File: src/hw/rtl/wrm_pkg.sv
// Shared types, constants and the Gaussian weight ROM of the radar mosaic cell.
// Used by every module under hw/rtl except wrm_divstep; depends on nothing.
package wrm_pkg;

    // Field widths of the stream payloads
    localparam int CODE_W      = 8;
    localparam int OFFSET_W    = 10;
    localparam int CELL_W      = 16;
    localparam int RANGE_W     = 10;
    localparam int CNT_OUT_W   = 5;
    localparam int S_TDATA_W   = 32;
    localparam int M_TDATA_W   = 16;

    // Offsets at or above this saturate to one below it
    localparam int MAX_OFFSET  = 1024;

    // Weight ROM
    localparam int WEIGHT_BITS = 16;
    localparam int EXP_DEPTH   = 256;
    localparam int IDX_W       = 8;

    // Shared multiplier and range arithmetic
    localparam int MUL_W       = 26;
    localparam int PROD_W      = 2 * MUL_W;
    localparam int R2_W        = PROD_W + 1;
    localparam int RS2_W       = 2 * RANGE_W;
    localparam int LIM_SHIFT   = 19;
    localparam int LIM_W       = RS2_W + LIM_SHIFT;

    // Mean division: quotient bits and step counter
    localparam int QUO_W       = 9;
    localparam int STEP_W      = 4;

    // Configuration port
    localparam int CFG_IDX_W   = 3;
    localparam int CFG_DATA_W  = 16;

    typedef enum logic [CFG_IDX_W-1:0] {
        REG_RANGE_SCALE   = 3'd0,
        REG_CELL_WIDTH_X  = 3'd1,
        REG_CELL_WIDTH_Y  = 3'd2,
        REG_CODE_NO_OBS   = 3'd3,
        REG_CODE_INVALID  = 3'd4,
        REG_CODE_FOLDED   = 3'd5,
        REG_CODE_CLUTTER  = 3'd6
    } cfg_reg_t;

    // Reset values of the configuration registers
    localparam logic [RANGE_W-1:0] RANGE_SCALE_RST  = 10'd50;
    localparam logic [CELL_W-1:0]  CELL_WIDTH_RST   = 16'd256;
    localparam logic [CODE_W-1:0]  CODE_NO_OBS_RST  = 8'd0;
    localparam logic [CODE_W-1:0]  CODE_INVALID_RST = 8'd1;
    localparam logic [CODE_W-1:0]  CODE_FOLDED_RST  = 8'd2;
    localparam logic [CODE_W-1:0]  CODE_CLUTTER_RST = 8'd3;

    typedef struct packed {
        logic [RANGE_W-1:0] range_scale_km;
        logic [CELL_W-1:0]  cell_width_x;
        logic [CELL_W-1:0]  cell_width_y;
        logic [CODE_W-1:0]  code_no_observation;
        logic [CODE_W-1:0]  code_invalid;
        logic [CODE_W-1:0]  code_range_folded;
        logic [CODE_W-1:0]  code_clutter;
    } cfg_t;

    typedef logic [WEIGHT_BITS-1:0] exp_rom_t [EXP_DEPTH];

    // exp(-8*i/depth) scaled to the weight range: Q31 Taylor series on x/256,
    // then eight rounded squarings, floored at one LSB
    function automatic exp_rom_t build_exp_rom();
        exp_rom_t    rom;
        logic [63:0] one_q31;
        logic [63:0] half_q31;
        logic [63:0] wmax;
        logic [63:0] x;
        logic [63:0] y;
        logic [63:0] y2;
        logic [63:0] y3;
        logic [63:0] y4;
        logic [63:0] t;
        logic [63:0] w;
        one_q31  = 64'd1 << 31;
        half_q31 = 64'd1 << 30;
        wmax     = (64'd1 << WEIGHT_BITS) - 64'd1;
        for (int i = 0; i < EXP_DEPTH; i++) begin
            x  = (64'(i) << 34) / 64'(EXP_DEPTH);
            y  = x >> 8;
            y2 = (y * y) >> 31;
            y3 = (y2 * y) >> 31;
            y4 = (y3 * y) >> 31;
            t  = one_q31 - y + y2 / 64'd2 - y3 / 64'd6 + y4 / 64'd24;
            if (t > one_q31) begin
                t = one_q31;
            end
            for (int k = 0; k < 8; k++) begin
                t = (t * t + half_q31) >> 31;
            end
            w = (t * wmax + half_q31) >> 31;
            if (w < 64'd1) begin
                w = 64'd1;
            end
            rom[i] = w[WEIGHT_BITS-1:0];
        end
        return rom;
    endfunction

    localparam exp_rom_t EXP_ROM = build_exp_rom();

endpackage

File: src/hw/rtl/wrm_mul.sv
// Shared unsigned multiplier with a registered product.
// Depends on wrm_pkg for the operand and product widths.
module wrm_mul (
    input  logic                        aclk,
    input  logic [wrm_pkg::MUL_W-1:0]   mul_a,
    input  logic [wrm_pkg::MUL_W-1:0]   mul_b,
    output logic [wrm_pkg::PROD_W-1:0]  prod
);

    logic [wrm_pkg::PROD_W-1:0] prod_reg;

    // Register the product; the sequencer reads it in the following cycle
    always_ff @(posedge aclk) begin
        prod_reg <= mul_a * mul_b;
    end

    assign prod = prod_reg;

endmodule

File: config.mk
export PLATFORM = sky130hd
export DESIGN_NAME = wrm_mul
export DESIGN_NICKNAME = d
export VERILOG_FILES = /design/src/hw/rtl/wrm_pkg.sv /design/src/hw/rtl/wrm_mul.sv
export SDC_FILE = /design/constraint.sdc
export NUM_CORES = 2
export LEC_CHECK = 0
export BUFFER_PORTS_ARGS = -buffer_cell sky130_fd_sc_hd__buf_2
export CAP_MARGIN = 20
export CORE_ASPECT_RATIO = 1.75
export CORE_MARGIN = 2
export CORE_UTILIZATION = 41
export DETAILED_ROUTE_END_ITERATION = 16
export GPL_TIMING_DRIVEN = 0
export PLACE_DENSITY = 0.57
export SYNTH_ARGS = -nofsm -noshare
export SYNTH_HDL_FRONTEND = slang
export SYNTH_SLANG_ARGS = --single-unit
File: constraint.sdc
create_clock -name aclk -period 10 [get_ports aclk]
set_clock_uncertainty 0.2 [all_clocks]
set_input_delay 2 -clock aclk [delete_from_list [all_inputs] [get_ports aclk]]
set_output_delay 2 -clock aclk [all_outputs]
set_load 0.05 [all_outputs]
==> out/metrics.cfg <==
[placed_design]
gp_congestion=1.05
place_ws_ns=-0.223
dp_cells=3365
numPortBuffers=98
detailed_place_hpwl_um=74700
post_dp_cell_area_sq_mm=0.0246

[drt]
num_vias=18268
wl_met1_um=26700
routed.top_layer=met5
drcViolationCount=0
dr_wl_met2_um=45700
dr.pass1.iters=7
drt_iter0_drc=1214
via_per_inst=5.41
wirelength_um=88900
met3_wirelength_um=4930
final_antenna_net_count=0
wl_per_cell_um=26.3

[logic_synthesis]
synth_area_leader_cell=fa_1
ys_ff_latch=52
synthTopCellsByArea=fa_1 49%, ha_1 10%, inv_1 10%, and2_1 9.8%, nand2_1 5.7%
synth_area_sq_mm=0.0233
synth_cell_type_count=54
synthFlopType=dfxtp_1
synth_seq_area_share_pct=4.48
synthesis.nets=3383
syn_inst=2565
syn-mean-instance-area_sq_um=9.07
ys_warn_count=0
synth_async_sr_flop_share_pct=0
synth_top_area_share_pct=49.4
synth_edf_count=0

[floorplan]
chipWidth_um=184
fp.dieH_um=319
io_pins=105
row_count=115
dieArea_sq_mm=0.0587
start_util_pct=41.4
core_area_sq_mm=0.0561

[critical_path]
crit_family=adder cells
critical_path_class=in -> reg
cp.required_ns=9.98
startpoint_type=input port
crit_top_cell=fa_1
crit_fanout=10
timing.critical_path.cells=clkbuf_1 > clkbuf_1 > nand2_1 > fa_1 > fa_1 > fa_1 > fa_1 > inv_1 > fa_1 > fa_1 > fa_1 > ha_1 > clkbuf_1 > a21oi_1 > o21a_1 > nand3_1 > o21ai_0 > nand4_1 > a21oi_1 > o41ai_1 > xor2_1
crit_path_end_kind=register
cp_data_arrival_time_ns=9.93
critPathSlowestCell=clkbuf_1
crit_buf_inv=4
cp_slowest_stage_delay_ns=0.73

[sta]
max_freq_mhz=101
worst_slack_ns=0.0527
rsz0062_at_grt=no
timing.final.crit_share_pct=99.5
tightest_slew_ns=1.13
relSlewSlack_pct=24.5
hold_viol=0
fin_crit_ns=9.95
slew_viol_final=0
finalSetupViolations=0

[outcome]
status=complete, no violations

[final_layout]
utilization_pct=44.1
syn_to_final_growth_pct=6.54
largest_register_ffs=52
multi_input_area_sq_mm=0.0194
drive_above_1_share_pct=4.46
seq_area_sq_mm=0.00104
nets=3488
postLayoutCellArea_sq_mm=0.0248
layout.cells.non_filler=3375
fillerInstances=5649

[cts]
hold_buffers=0
cts_htree_levels=2
cts_resized=0
cts_tree=built
cts_setup_buffers=0
cts_buffer_depth=2
clock-sinks=52
cts.reportedPaths.clkPinSlew_ns=0.07
cts_made_buffers=5
cts-root-buf=clkbuf_16

[global_routing]
grt_max_degree=15
antenna_found_initial=10
grt_pass1_vias=20192
grt_pass1_wl_um=129000
grt_usage_pct=31.5
overflow=0

[hold_path]
hold_path.class=in -> reg

[run]
cap_violations=0

[layer usage]
layer,vias up,global-route usage [%]
met1,9386,30.7
met5,-,0
met4,4,32.0
met2,861,55.2
li1,7658,-
met3,359,4.29
[area by class of cell]
cell class | count | area share (%)
multi-input combinational | 1764 | 78.3
inverter | 617 | 9.35
sequential | 52 | 4.20
tap | 702 | 3.55
buffer | 132 | 2.10
timing repair buffer | 98 | 1.98
clock buffer | 6 | 0.520
antenna | 3 | 0.0303
clock inverter | 1 | 0.0202
[cells in the mapped netlist, types with 2 or more instances]
master,n
inv_1,617
xor2_1,18
nand2_1,353
nand3_1,9
a21oi_1,59
clkbuf_1,127
o21ai_1,2
nand2b_1,2
a211oi_1,2
o21a_1,9
o21ai_0,26
buf_4,3
o31ai_1,2
nor2b_1,3
a211o_1,2
and2_1,364
dfxtp_1,52
or3_1,3
xnor2_1,32
nor3_1,5
nor2_1,16
a21o_1,24
o31a_1,3
a31oi_1,6
o21bai_1,13
nand4_1,18
and3_1,2
a2111oi_4,2
a2111oi_0,2
ha_1,191
buf_2,2
fa_1,574
[final timing paths]
kind	from	endpoint	slack, ns	depth (start not counted)
worst max-delay path	mul_b[6]	prod[48]	0.05	21
worst min-delay path	mul_b[0]	prod[0]	1.88	2
[per-stage QoR]
step	setup TNS (ns)	hold slack, ns
after floorplan	0	1.92
after global placement	-1.17	2.19
after detailed placement	-0.696	2.20
after CTS	0	1.87
after global routing	0	1.88
final	0	1.88
[layout by cell type, fill, tap and decap left out, types with 3 or more instances in the layout]
| master | netlist | final |
|---|---|---|
| or3_1 | 3 | 3 |
| clkbuf_2 | 0 | 3 |
| o21a_1 | 9 | 9 |
| clkbuf_1 | 127 | 124 |
| o21bai_1 | 13 | 13 |
| nor2b_1 | 3 | 3 |
| a31oi_1 | 6 | 6 |
| a21o_1 | 24 | 24 |
| o21ai_0 | 26 | 26 |
| inv_1 | 617 | 617 |
| a21oi_1 | 59 | 59 |
| dfxtp_1 | 52 | 52 |
| ha_1 | 191 | 191 |
| clkbuf_16 | 0 | 5 |
| fa_1 | 574 | 574 |
| and2_1 | 364 | 364 |
| o31a_1 | 3 | 3 |
| nor3_1 | 5 | 5 |
| buf_4 | 3 | 3 |
| diode_2 | 0 | 3 |
| xnor2_1 | 32 | 32 |
| nand2_1 | 353 | 353 |
| xor2_1 | 18 | 18 |
| buf_2 | 2 | 100 |
| nor2_1 | 16 | 16 |
| nand3_1 | 9 | 9 |
| nand4_1 | 18 | 18 |
[cells by family after synthesis]
logic type | synth area share [%]
xor gates and xnor gates | 1.88
and+or+nand+nor | 17.0
buffers and inverters | 12.1
AOI/OAI and AO/OA | 4.80
DFF | 4.48
adders and majority gates | 59.7
Power is left out: the tool's default activity adds up to more than one toggle a clock period on the data nets, which glitch-free logic cannot reach.
