File: config.mk
export PLATFORM = sky130hd
export DESIGN_NAME = wrm_cfg_regs
export DESIGN_NICKNAME = d
export VERILOG_FILES = /design/src/hw/rtl/wrm_pkg.sv /design/src/hw/rtl/wrm_cfg_regs.sv
export SDC_FILE = /design/constraint.sdc
export NUM_CORES = 1
export LEC_CHECK = 0
export BUFFER_PORTS_ARGS = -buffer_cell sky130_fd_sc_hd__buf_2
export CORE_ASPECT_RATIO = 1.75
export CORE_MARGIN = 1.5
export CORE_UTILIZATION = 53
export CTS_BUF_LIST = sky130_fd_sc_hd__clkbuf_16
export DETAILED_ROUTE_END_ITERATION = 10
export PLACE_DENSITY = 0.85
export SKIP_CTS_REPAIR_TIMING = 1
export SYNTH_ARGS = -nofsm -noshare
export SYNTH_HDL_FRONTEND = slang
export SYNTH_SLANG_ARGS = --single-unit
File: constraint.sdc
create_clock -name aclk -period 3.2 [get_ports aclk]
set_input_delay 0.48 -clock aclk [delete_from_list [all_inputs] [get_ports aclk]]
set_output_delay 0.48 -clock aclk [all_outputs]
set_load 0.02 [all_outputs]
File: src/hw/rtl/wrm_pkg.sv
// Shared types, constants and the Gaussian weight ROM of the radar mosaic cell.
// Used by every module under hw/rtl except wrm_divstep; depends on nothing.
package wrm_pkg;

    // Field widths of the stream payloads
    localparam int CODE_W      = 8;
    localparam int OFFSET_W    = 10;
    localparam int CELL_W      = 16;
    localparam int RANGE_W     = 10;
    localparam int CNT_OUT_W   = 5;
    localparam int S_TDATA_W   = 32;
    localparam int M_TDATA_W   = 16;

    // Offsets at or above this saturate to one below it
    localparam int MAX_OFFSET  = 1024;

    // Weight ROM
    localparam int WEIGHT_BITS = 16;
    localparam int EXP_DEPTH   = 256;
    localparam int IDX_W       = 8;

    // Shared multiplier and range arithmetic
    localparam int MUL_W       = 26;
    localparam int PROD_W      = 2 * MUL_W;
    localparam int R2_W        = PROD_W + 1;
    localparam int RS2_W       = 2 * RANGE_W;
    localparam int LIM_SHIFT   = 19;
    localparam int LIM_W       = RS2_W + LIM_SHIFT;

    // Mean division: quotient bits and step counter
    localparam int QUO_W       = 9;
    localparam int STEP_W      = 4;

    // Configuration port
    localparam int CFG_IDX_W   = 3;
    localparam int CFG_DATA_W  = 16;

    typedef enum logic [CFG_IDX_W-1:0] {
        REG_RANGE_SCALE   = 3'd0,
        REG_CELL_WIDTH_X  = 3'd1,
        REG_CELL_WIDTH_Y  = 3'd2,
        REG_CODE_NO_OBS   = 3'd3,
        REG_CODE_INVALID  = 3'd4,
        REG_CODE_FOLDED   = 3'd5,
        REG_CODE_CLUTTER  = 3'd6
    } cfg_reg_t;

    // Reset values of the configuration registers
    localparam logic [RANGE_W-1:0] RANGE_SCALE_RST  = 10'd50;
    localparam logic [CELL_W-1:0]  CELL_WIDTH_RST   = 16'd256;
    localparam logic [CODE_W-1:0]  CODE_NO_OBS_RST  = 8'd0;
    localparam logic [CODE_W-1:0]  CODE_INVALID_RST = 8'd1;
    localparam logic [CODE_W-1:0]  CODE_FOLDED_RST  = 8'd2;
    localparam logic [CODE_W-1:0]  CODE_CLUTTER_RST = 8'd3;

    typedef struct packed {
        logic [RANGE_W-1:0] range_scale_km;
        logic [CELL_W-1:0]  cell_width_x;
        logic [CELL_W-1:0]  cell_width_y;
        logic [CODE_W-1:0]  code_no_observation;
        logic [CODE_W-1:0]  code_invalid;
        logic [CODE_W-1:0]  code_range_folded;
        logic [CODE_W-1:0]  code_clutter;
    } cfg_t;

    typedef logic [WEIGHT_BITS-1:0] exp_rom_t [EXP_DEPTH];

    // exp(-8*i/depth) scaled to the weight range: Q31 Taylor series on x/256,
    // then eight rounded squarings, floored at one LSB
    function automatic exp_rom_t build_exp_rom();
        exp_rom_t    rom;
        logic [63:0] one_q31;
        logic [63:0] half_q31;
        logic [63:0] wmax;
        logic [63:0] x;
        logic [63:0] y;
        logic [63:0] y2;
        logic [63:0] y3;
        logic [63:0] y4;
        logic [63:0] t;
        logic [63:0] w;
        one_q31  = 64'd1 << 31;
        half_q31 = 64'd1 << 30;
        wmax     = (64'd1 << WEIGHT_BITS) - 64'd1;
        for (int i = 0; i < EXP_DEPTH; i++) begin
            x  = (64'(i) << 34) / 64'(EXP_DEPTH);
            y  = x >> 8;
            y2 = (y * y) >> 31;
            y3 = (y2 * y) >> 31;
            y4 = (y3 * y) >> 31;
            t  = one_q31 - y + y2 / 64'd2 - y3 / 64'd6 + y4 / 64'd24;
            if (t > one_q31) begin
                t = one_q31;
            end
            for (int k = 0; k < 8; k++) begin
                t = (t * t + half_q31) >> 31;
            end
            w = (t * wmax + half_q31) >> 31;
            if (w < 64'd1) begin
                w = 64'd1;
            end
            rom[i] = w[WEIGHT_BITS-1:0];
        end
        return rom;
    endfunction

    localparam exp_rom_t EXP_ROM = build_exp_rom();

endpackage

File: src/hw/rtl/wrm_cfg_regs.sv
// Configuration register file of the radar mosaic cell.
// Depends on wrm_pkg for the register indexes, reset values and cfg_t.
module wrm_cfg_regs (
    input  logic                            aclk,
    input  logic                            aresetn,
    input  logic                            cfg_valid,
    output logic                            cfg_ready,
    input  logic [wrm_pkg::CFG_IDX_W-1:0]   cfg_index,
    input  logic [wrm_pkg::CFG_DATA_W-1:0]  cfg_data,
    output wrm_pkg::cfg_t                   cfg
);

    wrm_pkg::cfg_t cfg_reg;
    wrm_pkg::cfg_t cfg_next;

    // Take a write request in every cycle
    assign cfg_ready = 1'b1;
    assign cfg      = cfg_reg;

    // Decode the register index; unknown indexes leave everything as is
    always_comb begin
        cfg_next = cfg_reg;
        if (cfg_valid) begin
            unique case (wrm_pkg::cfg_reg_t'(cfg_index))
                wrm_pkg::REG_RANGE_SCALE: begin
                    cfg_next.range_scale_km = cfg_data[wrm_pkg::RANGE_W-1:0];
                end
                wrm_pkg::REG_CELL_WIDTH_X: begin
                    cfg_next.cell_width_x = cfg_data[wrm_pkg::CELL_W-1:0];
                end
                wrm_pkg::REG_CELL_WIDTH_Y: begin
                    cfg_next.cell_width_y = cfg_data[wrm_pkg::CELL_W-1:0];
                end
                wrm_pkg::REG_CODE_NO_OBS: begin
                    cfg_next.code_no_observation = cfg_data[wrm_pkg::CODE_W-1:0];
                end
                wrm_pkg::REG_CODE_INVALID: begin
                    cfg_next.code_invalid = cfg_data[wrm_pkg::CODE_W-1:0];
                end
                wrm_pkg::REG_CODE_FOLDED: begin
                    cfg_next.code_range_folded = cfg_data[wrm_pkg::CODE_W-1:0];
                end
                wrm_pkg::REG_CODE_CLUTTER: begin
                    cfg_next.code_clutter = cfg_data[wrm_pkg::CODE_W-1:0];
                end
                default: begin
                    cfg_next = cfg_reg;
                end
            endcase
        end
    end

    always_ff @(posedge aclk) begin
        if (!aresetn) begin
            cfg_reg.range_scale_km      <= wrm_pkg::RANGE_SCALE_RST;
            cfg_reg.cell_width_x        <= wrm_pkg::CELL_WIDTH_RST;
            cfg_reg.cell_width_y        <= wrm_pkg::CELL_WIDTH_RST;
            cfg_reg.code_no_observation <= wrm_pkg::CODE_NO_OBS_RST;
            cfg_reg.code_invalid        <= wrm_pkg::CODE_INVALID_RST;
            cfg_reg.code_range_folded   <= wrm_pkg::CODE_FOLDED_RST;
            cfg_reg.code_clutter        <= wrm_pkg::CODE_CLUTTER_RST;
        end else begin
            cfg_reg <= cfg_next;
        end
    end

endmodule

==> qor.txt <==
reg2reg path depth = 2
Post-DRT Antenna Nets = 0
commonest non-fill, non-tap cell in the layout = buf_2
largest net degree at the start of global routing = 51
Num Clock Sinks = 74
global route overflow = 0
Seq cells post-synth = 74
Worst Setup Start Kind = input pin
Clock Latency Late Sink = 320 ps
Ys Warns = 0
Worst EP required = 3440 ps
Vias = 2206
number of nets in the layout = 383
leakage = 1.921 nW
Seq/Total Area, Yosys = 0.5279
pwr dens = 597.0 nW/um^2
# DRC = 0
Final Hold Vio Count = 0
Crit path buffers/inverters = 2
worst vdd ir = 491.2 uV
worst reg2reg endpoint = cfg[9]$_SDFFE_PN1P_
Final Core Density = 0.7131
synthesized cell area = 2806 um^2
synthesized area per cell = 10.28 um^2
fmax = 609.9 MHz
Final setup viols = 0
Clock H-tree levels = 3
die width = 58.01 um
drt via density = 5.252
fill count = 408
fin. max-slew vios = 0
DR WL/cell = 15.57 um
FF+latch area = 1481 um^2
Hold Crit Class = input pin to register
Clock Path Buffers = 2
R2R Setup Slk = 2520 ps
Worst Path Arrival = 1880 ps
num rows = 34
Hold Slack = 416.2 ps
initial antenna violation count = 0
Worst Path Max Fanout = 50
DIE AREA = 5758 um^2
fin crit share = 0.5123
Antenna diodes = 0
Max stage delay on crit path = 600 ps
clk root buf = clkbuf_16
DP Wirelength = 4495 um
CP max stage cell = buf_2
syn nets = 295
status = complete, no violations
I/O pins = 97
crit path cell chain = buf_2 -> buf_4 -> nand2_1 -> mux2i_1
CTS tree = yes
Total GRT Usage = 0.2356
Reg-to-Reg Start = cfg[9]$_SDFFE_PN1P_
Detailed Route Iter0 Violations = 78
Core ar. = 5020 um^2
Multi-input gate area = 1222 um^2
PortBufs = 95
Least-Margin Pin Slew = 956.8 ps
Setup TNS Final = 0 ps
vias in the first global route = 2045
hold_sp = cfg_data[8]
Slew HR = 0.3621
CP Class = input pin to register
Gate Count Post-Synth = 273
CTS buffer count = 9
worst hold stages = 3
Tmin final = 1639 ps
Top delay family on crit path = buffers and inverters
max-cap viol count = 0
synth unique cells = 13
Largest register FFs = 74
die boundary height = 99.26 um
RSZ-0062 raised after global routing = no
first-pass GRT wire length = 10040 um
Clock Skew = 0 ps
final wirelength = 6539 um
area grow syn2layout = 27.55%
GPL Wtd Cong = 0.7355
initial core utilization = 0.5591
Setup crit end kind = register
clock-pin slew on the worst setup and hold paths = 60 ps
DR pass1 iterations = 7
Hold Crit Endpoint = cfg[72]$_SDFFE_PN0P_
share of cells above drive strength 1 = 0.3060
commonest cells after routing, fill and taps aside = buf_2 (95), nand2_1 (81), mux2i_1 (74), dfxtp_1 (74), nor2b_1 (14)
-- tightest hold or removal path: cells and delay by family --
family / cells / cell delay [ps]
buf+inv: 1 / 110
mux: 1 / 60
simple gates: 1 / 50
-- Yosys cell counts, drive strengths merged --
cell,instances,area (um^2)
nor2b,14,87.58
clkbuf,8,30.03
or4b,1,10.01
nand4b,3,26.28
nand2,81,304.0
buf,13,72.57
nand4bb,2,22.52
and4bb,1,12.51
mux2i,74,740.7
nor4b,1,15.01
conb,1,3.750
dfxtp,74,1481
-- power breakdown --
part | switching [mW] | internal [mW]
clock | 0.363 | 0.673
sequential | 0.0104 | 0.942
combinational | 0.0955 | 0.0524
total | 0.469 | 1.67
-- layer usage --
metal,global-route usage,up-vias,share of wire
met3,0.07282,10,0.053
li1,-,1077,-
met2,0.3969,68,0.53
met4,0.09481,0,0.020
met5,0,-,0
met1,0.2725,1051,0.40
-- worst max-delay path by stage --
stage	startpoint	to	cells after the start
after floorplan	cfg_index[0]	cfg[67]$_SDFFE_PN0P_	3
after global placement	cfg_index[2]	cfg[50]$_SDFFE_PN0P_	3
after detailed placement	aresetn	cfg[57]$_SDFFE_PN0P_	4
after CTS	aresetn	cfg[57]$_SDFFE_PN0P_	4
after global routing	aresetn	cfg[57]$_SDFFE_PN0P_	4
final	aresetn	cfg[57]$_SDFFE_PN0P_	4
-- cell families (layout without fill, tap and decap cells) --
kind of cell           after synthesis  in the layout  share of synthesized area
muxes                               74             74                     0.2639
buffers and inverters               21            114                    0.03656
other                                1              1                   0.001336
and+or+nand+nor                    103            103                     0.1703
DFF                                 74             74                     0.5279
-- through the flow --
step	setup WS, ps	area [um^2]	cells	power [mW]
floorplan	1796	2806	273	1.067
global placement	1344	3269	404	1.117
detailed placement	1276	3269	404	1.120
CTS	1593	3580	420	2.147
global route	1432	3580	420	2.198
finish	1561	3580	420	2.137
-- final cells by class --
type	count	area share
Clock buffer	9	0.06292
Tap cell	54	0.01887
Clock inverter	7	0.02377
Timing Repair Buffer	98	0.1391
Sequential cell	74	0.4138
Multi-Input combinational cell	178	0.3415
Power figures use the tool's default switching activity.
