### src/hw/rtl/wrm_divstep.sv
// Shared compare-and-subtract step for both long divisions of the cell.
// Stand-alone; the width comes from the instantiating module.
module wrm_divstep #(
    parameter int WIDTH = 40
) (
    input  logic [WIDTH-1:0] dividend,
    input  logic [WIDTH-1:0] divisor,
    output logic             ge,
    output logic [WIDTH-1:0] diff
);

    logic borrow;

    // One subtract gives both the difference and the compare result
    assign {borrow, diff} = {1'b0, dividend} - {1'b0, divisor};
    assign ge = ~borrow;

endmodule

### config.mk
export PLATFORM = sky130hd
export DESIGN_NAME = wrm_divstep
export DESIGN_NICKNAME = d
export VERILOG_FILES = /design/src/hw/rtl/wrm_divstep.sv
export SDC_FILE = /design/constraint.sdc
export NUM_CORES = 1
export LEC_CHECK = 0
export BUFFER_PORTS_ARGS = -buffer_cell sky130_fd_sc_hd__buf_2
export CAP_MARGIN = 5
export CORE_AREA = 5 5 77 79
export DETAILED_ROUTE_END_ITERATION = 10
export DIE_AREA = 0 0 82 84
export GPL_ROUTABILITY_DRIVEN = 0
export GPL_TIMING_DRIVEN = 0
export PLACE_DENSITY = 0.92
export SLEW_MARGIN = 5
export SYNTH_ARGS = -nofsm -noshare
export SYNTH_HDL_FRONTEND = slang
export SYNTH_SLANG_ARGS = --single-unit
### constraint.sdc
create_clock -name vclk -period 3.5
set_input_delay 0.35 -clock vclk [all_inputs]
set_output_delay 0.35 -clock vclk [all_outputs]
set_load 0.005 [all_outputs]
==> results of run 1 <==
==> per-stage QoR <==
stage          setup TNS (ns)  cells
3_5_place_dp                0    568
2_1_floorplan               0    375
5_1_grt              -0.00137    569
6_report                    0    569
3_3_place_gp                0    568
4_1_cts                     0    568
==> what timing repair did <==
action,4_1_cts,5_1_grt
resized for setup,0,6
endpoints found under the setup margin,0,3
setup buffers,0,1
==> routing by layer <==
metal,vias up,global-route usage (%),share of wire (%)
met4,0,2.57,1.2
met5,-,0,0
met3,12,2.16,9.0
met1,1413,22.6,41
met2,145,37.0,49
li1,1578,-,-
==> power by group through the flow <==
stage,combinational [mW],sequential (mW),clock [mW]
2_1_floorplan,0.404,0,0
3_3_place_gp,0.607,0,0
3_5_place_dp,0.625,0,0
4_1_cts,0.629,0,0
5_1_grt,0.711,0,0
6_report,0.640,0,0
==> worst paths after layout <==
check / from / end / slack (ns) / cells past startpoint
setup / recovery: divisor[5] / diff[36] / 0.14 / 12
hold / removal: divisor[0] / diff[0] / 1.03 / 4
==> logic make-up after synthesis <==
group	Yosys count	synth area share [%]
AOI/OAI and AO/OA	133	35.8
buffers and inverters	67	10.5
muxes	1	0.412
adders and majority gates	41	21.4
and+or+nand+nor	98	19.2
xor gates and xnor gates	35	12.6
==> area by class of cell <==
class / instances / share of cell area, %
buffer: 15 / 1.93
timing repair buffer: 122 / 19.3
tap: 72 / 2.84
multi-input combinational: 308 / 69.8
inverter: 52 / 6.15
==> Yosys cell counts, types with 6 or more instances <==
master,number,share of area (%)
xor2_1,12,4.3
nor2_1,29,4.5
clkbuf_1,11,1.7
nand3_1,6,1.2
o21ai_0,18,3.7
ha_1,40,21
xnor2_1,23,8.3
a21oi_1,44,9.1
a21o_1,24,7.4
nand2_1,32,4.9
o21bai_1,7,2.2
inv_1,52,8.0
nand4_1,8,2.1
==> flow_metrics.py, run 1 <==
metrics = {
    "outcome": {
        "status": "completed",
    },
    "cells_and_area": {
        "utilization_pct": 60.2,
        "final_common_cell": "buf_2",
        "synthToLayoutAreaGrowth_pct": 30.5,
        "regArea_um2": 0,
        "final_cell_mix": "buf_2, inv_1, a21oi_1",
        "clock_buffers": 0,
        "fill_cells": 486,
        "fin_nets": 620,
        "final_layout_size_suffix_gt1_share_pct": 27.4,
        "seq_cell_count": 0,
        "final_cell_area_um2": 3170,
        "multi_input_area_um2": 2210,
        "n_antenna_cell": 0,
    },
    "sta": {
        "hold_slack_ns": 1.03,
        "fmax_ghz": 0.297,
        "setup_viol": 0,
        "period_share_pct": 96.0,
        "fin_crit_ns": 3.36,
        "slew_viol_final": 0,
        "hold_viol_final": 0,
        "setup_ws_ns": 0.139,
        "tightest_slew_ns": 0.531,
        "slew_headroom_pct": 64.4,
    },
    "power": {
        "ir_worst_vdd_mv": 0.0892,
        "seqPwrFrac_pct": 0,
        "p_int_mw": 0.296,
        "p_leak_nw": 1.78,
        "netSwitchingFraction_pct": 53.7,
        "comb_power_share_pct": 100.0,
        "report.power.total_mw": 0.640,
        "power_density_nw_per_um2": 202,
        "switchingPower_mw": 0.344,
        "p_clk_share_pct": 0,
    },
    "setup_path": {
        "critPathSlowestCell": "or3_1",
        "required_ns": 3.15,
        "cp_top_family": "compound AO/OA/AOI/OAI gates",
        "cp_num_buf_inv": 3,
        "critPathMaxFanout": 5,
        "crit_type": "primary input to primary output",
        "cp_common_cell": "buf_2",
        "critPathMaxStageDelay_ns": 0.38,
        "cp_cell_sequence": "buf_2, inv_1, ha_1, a21o_1, a221o_1, o21ai_4, a31oi_1, o21a_1, a211o_1, nor4b_1, or3_1, buf_2",
        "arrival_ns": 3.01,
        "critPathLaunchType": "primary input",
        "end_kind": "primary output",
    },
    "worst_hold_path": {
        "min_path_type": "primary input to primary output",
    },
    "synthesis": {
        "seq_area_frac_synth_pct": 0,
        "synth_warnings": 0,
        "synth_area_um2": 2430,
        "yosysUniqueCellTypes": 49,
        "synthCells": 375,
        "syn_nets": 496,
        "synth_area_per_cell_um2": 6.49,
    },
    "global_routing": {
        "grt_pass1_vias": 2872,
        "grt_max_degree": 11,
        "grt_pass1_wl_um": 11500,
        "globalRoute.totalOverflow": 0,
        "track_usage_pct": 19.3,
        "antenna_found_initial": 0,
    },
    "placed_design": {
        "hpwl_um": 6220,
        "dpl_worst_slack_ns": 0.0672,
        "dpl_cell_area_um2": 3130,
        "place.port_buffers": 121,
    },
    "floorplan": {
        "ios": 121,
        "core_um2": 5270,
        "initial_utilization_pct": 46.2,
        "die_x_um": 82,
        "rows": 27,
        "dieArea_um2": 6890,
        "dieHeight_um": 84,
    },
    "drt": {
        "vias": 3148,
        "route.detailed.drc": 0,
        "wire_per_inst_um": 12.8,
        "ant_nets": 0,
        "vias_per_cell": 5.53,
        "wl_um": 7300,
        "drt_pass1_iterations": 5,
        "drt-initial-drc-count": 160,
    },
    "clocking": {
        "cts.hold.buffers_added": 0,
    },
    "job": {
        "max-cap-violations": 0,
    },
}
(Power assumes the default switching activity.)
==> inputs of run 2 (changes only) <==
--- a/config.mk
+++ b/config.mk
@@ -7,9 +7,9 @@
 export LEC_CHECK = 0
 export BUFFER_PORTS_ARGS = -buffer_cell sky130_fd_sc_hd__buf_2
 export CAP_MARGIN = 5
-export CORE_AREA = 5 5 77 79
+export CORE_AREA = 5 5 97 63
 export DETAILED_ROUTE_END_ITERATION = 10
-export DIE_AREA = 0 0 82 84
+export DIE_AREA = 0 0 102 68
 export GPL_ROUTABILITY_DRIVEN = 0
 export GPL_TIMING_DRIVEN = 0
 export PLACE_DENSITY = 0.92
==> constraint.sdc (replaced) <==
create_clock -name vclk -period 3.5
set_input_delay 0.175 -clock vclk [all_inputs]
set_output_delay 0.175 -clock vclk [all_outputs]
set_load 0.005 [all_outputs]
==> flow_metrics.py, run 2 (same netlist as run 1, synthesis figures left out) <==
metrics = {
    "cells_and_area": {
        "fin_nets": 619,
        "final_common_cell": "buf_2",
        "final_layout_size_suffix_gt1_share_pct": 26.6,
        "n_antenna_cell": 0,
        "seq_cell_count": 0,
        "clock_buffers": 0,
        "final_cell_mix": "buf_2, inv_1, a21oi_1",
        "regArea_um2": 0,
        "synthToLayoutAreaGrowth_pct": 28.4,
    },
    "setup_path": {
        "cp_common_cell": "buf_2",
        "critPathMaxFanout": 3,
        "required_ns": 3.32,
        "cp_cell_sequence": "buf_2, inv_1, ha_1, fa_1, nand2b_1, a211oi_1, o21ai_2, a21oi_1, o21ai_1, a31o_2, o41ai_2, xor2_1, buf_2",
        "arrival_ns": 2.92,
        "startpoint": "dividend[0]",
        "critPathSlowestCell": "fa_1",
        "critPathLaunchType": "primary input",
        "crit_type": "primary input to primary output",
        "end_kind": "primary output",
        "critPathMaxStageDelay_ns": 0.41,
    },
    "drt": {
        "vias": 3191,
        "drt-initial-drc-count": 220,
        "vias_per_cell": 5.65,
        "wl_um": 7880,
        "drt_pass1_iterations": 4,
        "route.detailed.drc": 0,
        "ant_nets": 0,
        "wire_per_inst_um": 14.0,
    },
    "sta": {
        "slew_headroom_pct": 63.6,
        "period_share_pct": 88.5,
        "slew_viol_final": 0,
        "tns_ns": 0,
        "fin_crit_ns": 3.10,
        "setup_viol": 0,
        "hold_viol_final": 0,
        "tightest_slew_ns": 0.543,
        "hold_slack_ns": 0.681,
        "rsz0062_at_grt": "no",
        "fmax_ghz": 0.323,
    },
    "power": {
        "power_density_nw_per_um2": 205,
        "p_leak_nw": 1.77,
        "ir_worst_vdd_mv": 0.0991,
    },
    "job": {
        "max-cap-violations": 0,
    },
    "outcome": {
        "status": "completed",
    },
    "placed_design": {
        "hpwl_um": 6840,
        "place.port_buffers": 121,
    },
    "floorplan": {
        "core_um2": 5230,
        "ios": 121,
        "dieHeight_um": 68,
        "die_x_um": 102,
        "dieArea_um2": 6940,
        "initial_utilization_pct": 46.5,
        "rows": 21,
    },
    "global_routing": {
        "globalRoute.totalOverflow": 0,
        "antenna_found_initial": 0,
        "grt_pass1_wl_um": 12200,
        "track_usage_pct": 21.1,
        "grt_max_degree": 11,
        "grt_pass1_vias": 2792,
    },
    "clocking": {
        "cts.hold.buffers_added": 0,
        "cts.repair.resized": 0,
        "postCtsSetupBuffers": 0,
    },
    "worst_hold_path": {
        "worstHoldStart": "divisor[0]",
        "min_path_type": "primary input to primary output",
        "hold_end": "diff[0]",
        "holdPathStages": 4,
    },
}
==> run 2: changes by cell type in the layout (fill, tap and decap cells not counted), sizes merged <==
cell and delta:
buf -1
==> run 2: layout make-up <==
class | instances | area [um2]
well taps | 69 | 86.3
plain buffers | 15 | 61.3
repair buffers | 121 | 606
fillers | 482 | 2100
multi-input cells | 308 | 2180
inverters | 52 | 195
==> run 2: worst max path at each step <==
stage | to | slack [ns] | cells after the start
final | diff[38] | 0.40 | 13
after global routing | diff[38] | 0.22 | 13
after CTS | diff[38] | 0.47 | 13
after detailed placement | diff[38] | 0.49 | 13
after global placement | diff[38] | 0.50 | 13
after floorplan | diff[38] | 0.97 | 11
==> run 2: worst max-delay path: cells and delay by family <==
family | cells | cell delay [ns]
compound gates | 6 | 1.54
fa+ha+maj | 2 | 0.62
buf+inv | 3 | 0.23
simple gates | 1 | 0.18
xor+xnor | 1 | 0.17
==> run 2: stage by stage <==
step / setup WS [ns] / util [%] / total power, mW / instance area (um2) / std cells
3_5_place_dp: 0.486 / 59.8 / 0.632 / 3120 / 565
2_1_floorplan: 0.966 / - / 0.404 / 2430 / 375
5_1_grt: 0.218 / 59.8 / 0.709 / 3120 / 565
3_3_place_gp: 0.500 / 59.8 / 0.612 / 3120 / 565
6_report: 0.403 / 59.8 / 0.640 / 3120 / 565
4_1_cts: 0.469 / 59.8 / 0.635 / 3120 / 565
==> run 2: power by group <==
part / switching, mW / internal, mW
combinational: 0.347 / 0.293
clock: 0 / 0
sequential: 0 / 0
total: 0.347 / 0.293
==> run 2: metal layers <==
layer  vias to the layer above  GRT usage, %  share of wire, %
li1                       1573             -                 -
met1                      1440          29.8                45
met2                       174          36.9                44
met3                         4          1.73                11
met4                         0         0.982              0.49
met5                         -             0                 0
==> inputs of run 3 (changes only) <==
--- a/config.mk
+++ b/config.mk
@@ -7,12 +7,12 @@
 export LEC_CHECK = 0
 export BUFFER_PORTS_ARGS = -buffer_cell sky130_fd_sc_hd__buf_2
 export CAP_MARGIN = 5
-export CORE_AREA = 5 5 97 63
+export CORE_AREA = 5 5 102 66
 export DETAILED_ROUTE_END_ITERATION = 10
-export DIE_AREA = 0 0 102 68
+export DIE_AREA = 0 0 107 71
 export GPL_ROUTABILITY_DRIVEN = 0
 export GPL_TIMING_DRIVEN = 0
-export PLACE_DENSITY = 0.92
+export PLACE_DENSITY = 0.88
 export SLEW_MARGIN = 5
 export SYNTH_ARGS = -nofsm -noshare
 export SYNTH_HDL_FRONTEND = slang
==> constraint.sdc (replaced) <==
create_clock -name vclk -period 2.8
set_input_delay 0.14 -clock vclk [all_inputs]
set_output_delay 0.14 -clock vclk [all_outputs]
set_load 0.005 [all_outputs]
==> flow_metrics.py, run 3 (same netlist as run 1, synthesis figures left out) <==
metrics = {
    "global_routing": {
        "grt_max_degree": 11,
        "antenna_found_initial": 0,
        "globalRoute.totalOverflow": 0,
        "grt_pass1_wl_um": 13500,
        "grt_pass1_vias": 3052,
        "track_usage_pct": 20.7,
    },
    "drt": {
        "wl_um": 8780,
        "route.detailed.drc": 0,
        "ant_nets": 0,
        "drt-initial-drc-count": 293,
        "vias_per_cell": 5.74,
        "vias": 3295,
        "wire_per_inst_um": 15.3,
        "drt_pass1_iterations": 6,
    },
    "floorplan": {
        "dieArea_um2": 7600,
        "ios": 121,
        "initial_utilization_pct": 42.1,
        "rows": 22,
        "core_um2": 5780,
        "die_x_um": 107,
        "dieHeight_um": 71,
    },
    "placed_design": {
        "hpwl_um": 7110,
        "place.port_buffers": 121,
        "dpl_worst_slack_ns": -0.191,
        "dpl_cell_area_um2": 3130,
    },
    "setup_path": {
        "critPathLaunchType": "primary input",
        "end_kind": "primary output",
        "crit_type": "primary input to primary output",
        "arrival_ns": 2.71,
        "critPathMaxFanout": 6,
        "required_ns": 2.66,
    },
    "cells_and_area": {
        "final_layout_size_suffix_gt1_share_pct": 32.9,
        "seq_cell_count": 0,
        "n_antenna_cell": 0,
        "final_common_cell": "buf_2",
        "final_cell_mix": "buf_2, inv_1, a21oi_1",
        "final_cell_area_um2": 3380,
        "fin_nets": 625,
        "clock_buffers": 0,
        "regArea_um2": 0,
        "synthToLayoutAreaGrowth_pct": 39.0,
    },
    "power": {
        "seqPwrFrac_pct": 0,
        "ir_worst_vdd_mv": 0.121,
        "p_clk_share_pct": 0,
        "report.power.total_mw": 0.884,
        "p_leak_nw": 1.83,
        "comb_power_share_pct": 100.0,
        "switchingPower_mw": 0.476,
        "netSwitchingFraction_pct": 53.9,
        "power_density_nw_per_um2": 261,
        "p_int_mw": 0.407,
    },
    "sta": {
        "slew_headroom_pct": 65.6,
        "tightest_slew_ns": 0.515,
        "setup_viol": 1,
        "rsz0062_at_grt": "yes",
        "hold_viol_final": 0,
        "slew_viol_final": 0,
        "setup_ws_ns": -0.0510,
        "fin_crit_ns": 2.85,
        "hold_slack_ns": 0.605,
        "period_share_pct": 102,
        "fmax_ghz": 0.351,
    },
    "clocking": {
        "cts.hold.buffers_added": 0,
    },
    "outcome": {
        "status": "finished, violations left",
        "violations": "negative setup slack",
    },
    "job": {
        "max-cap-violations": 0,
    },
    "worst_hold_path": {
        "holdPathStages": 4,
        "min_path_type": "primary input to primary output",
    },
}
run 3: changes by cell type in the layout (fill, tap and decap cells not counted), moves of 4 or more:
cell / change
ha_4: +4
buf_2: -5
ha_1: -7
buf_4: +9
run 3: routing by layer:
metal	share of wire [%]	vias to the layer above	global-route usage (%)
li1	-	1581	-
met1	43	1494	28.5
met2	47	200	36.1
met3	9.2	20	2.28
met4	1.7	0	2.27
met5	0	-	0
run 3: power groups by stage:
stage | Combinational [mW] | Sequential (mW) | Clock [mW]
finish | 0.884 | 0 | 0
global route | 0.970 | 0 | 0
CTS | 0.827 | 0 | 0
detailed placement | 0.795 | 0 | 0
global placement | 0.768 | 0 | 0
floorplan | 0.506 | 0 | 0
run 3: layout make-up:
class              count  area (um2)
plain buffers         12        47.5
repair buffers       130         692
inverters             52         198
fillers              541        2400
well taps             72        90.1
multi-input cells    308        2350
run 3: final timing paths:
check / startpoint / to / slack (ns)
hold / removal: divisor[0] / diff[0] / 0.60
setup / recovery: dividend[9] / diff[36] / -0.05
run 3: critical path, stage by stage:
cell     delay (ns)
buf_2          0.10
ha_1           0.39
a21oi_2        0.22
nor3_2         0.09
nor4_4         0.32
a31oi_2        0.14
o21a_1         0.25
a211o_4        0.38
nor4b_4        0.14
or3_1          0.40
buf_2          0.14
run 3: repair_timing:
| action | CTS | global route |
|---|---|---|
| buffers inserted | 6 | 3 |
| pin swaps | 11 | 21 |
| resized for setup | 11 | 28 |
| setup endpoints to repair | 3 | 10 |
run 3: through the flow:
| stage | util, % | std cells | setup TNS (ns) |
|---|---|---|---|
| 3_3_place_gp | 54.1 | 568 | -0.270 |
| 3_5_place_dp | 54.1 | 568 | -0.520 |
| 5_1_grt | 58.5 | 574 | -0.146 |
| 2_1_floorplan | - | 375 | 0 |
| 4_1_cts | 56.1 | 573 | 0 |
| 6_report | 58.5 | 574 | -0.0510 |
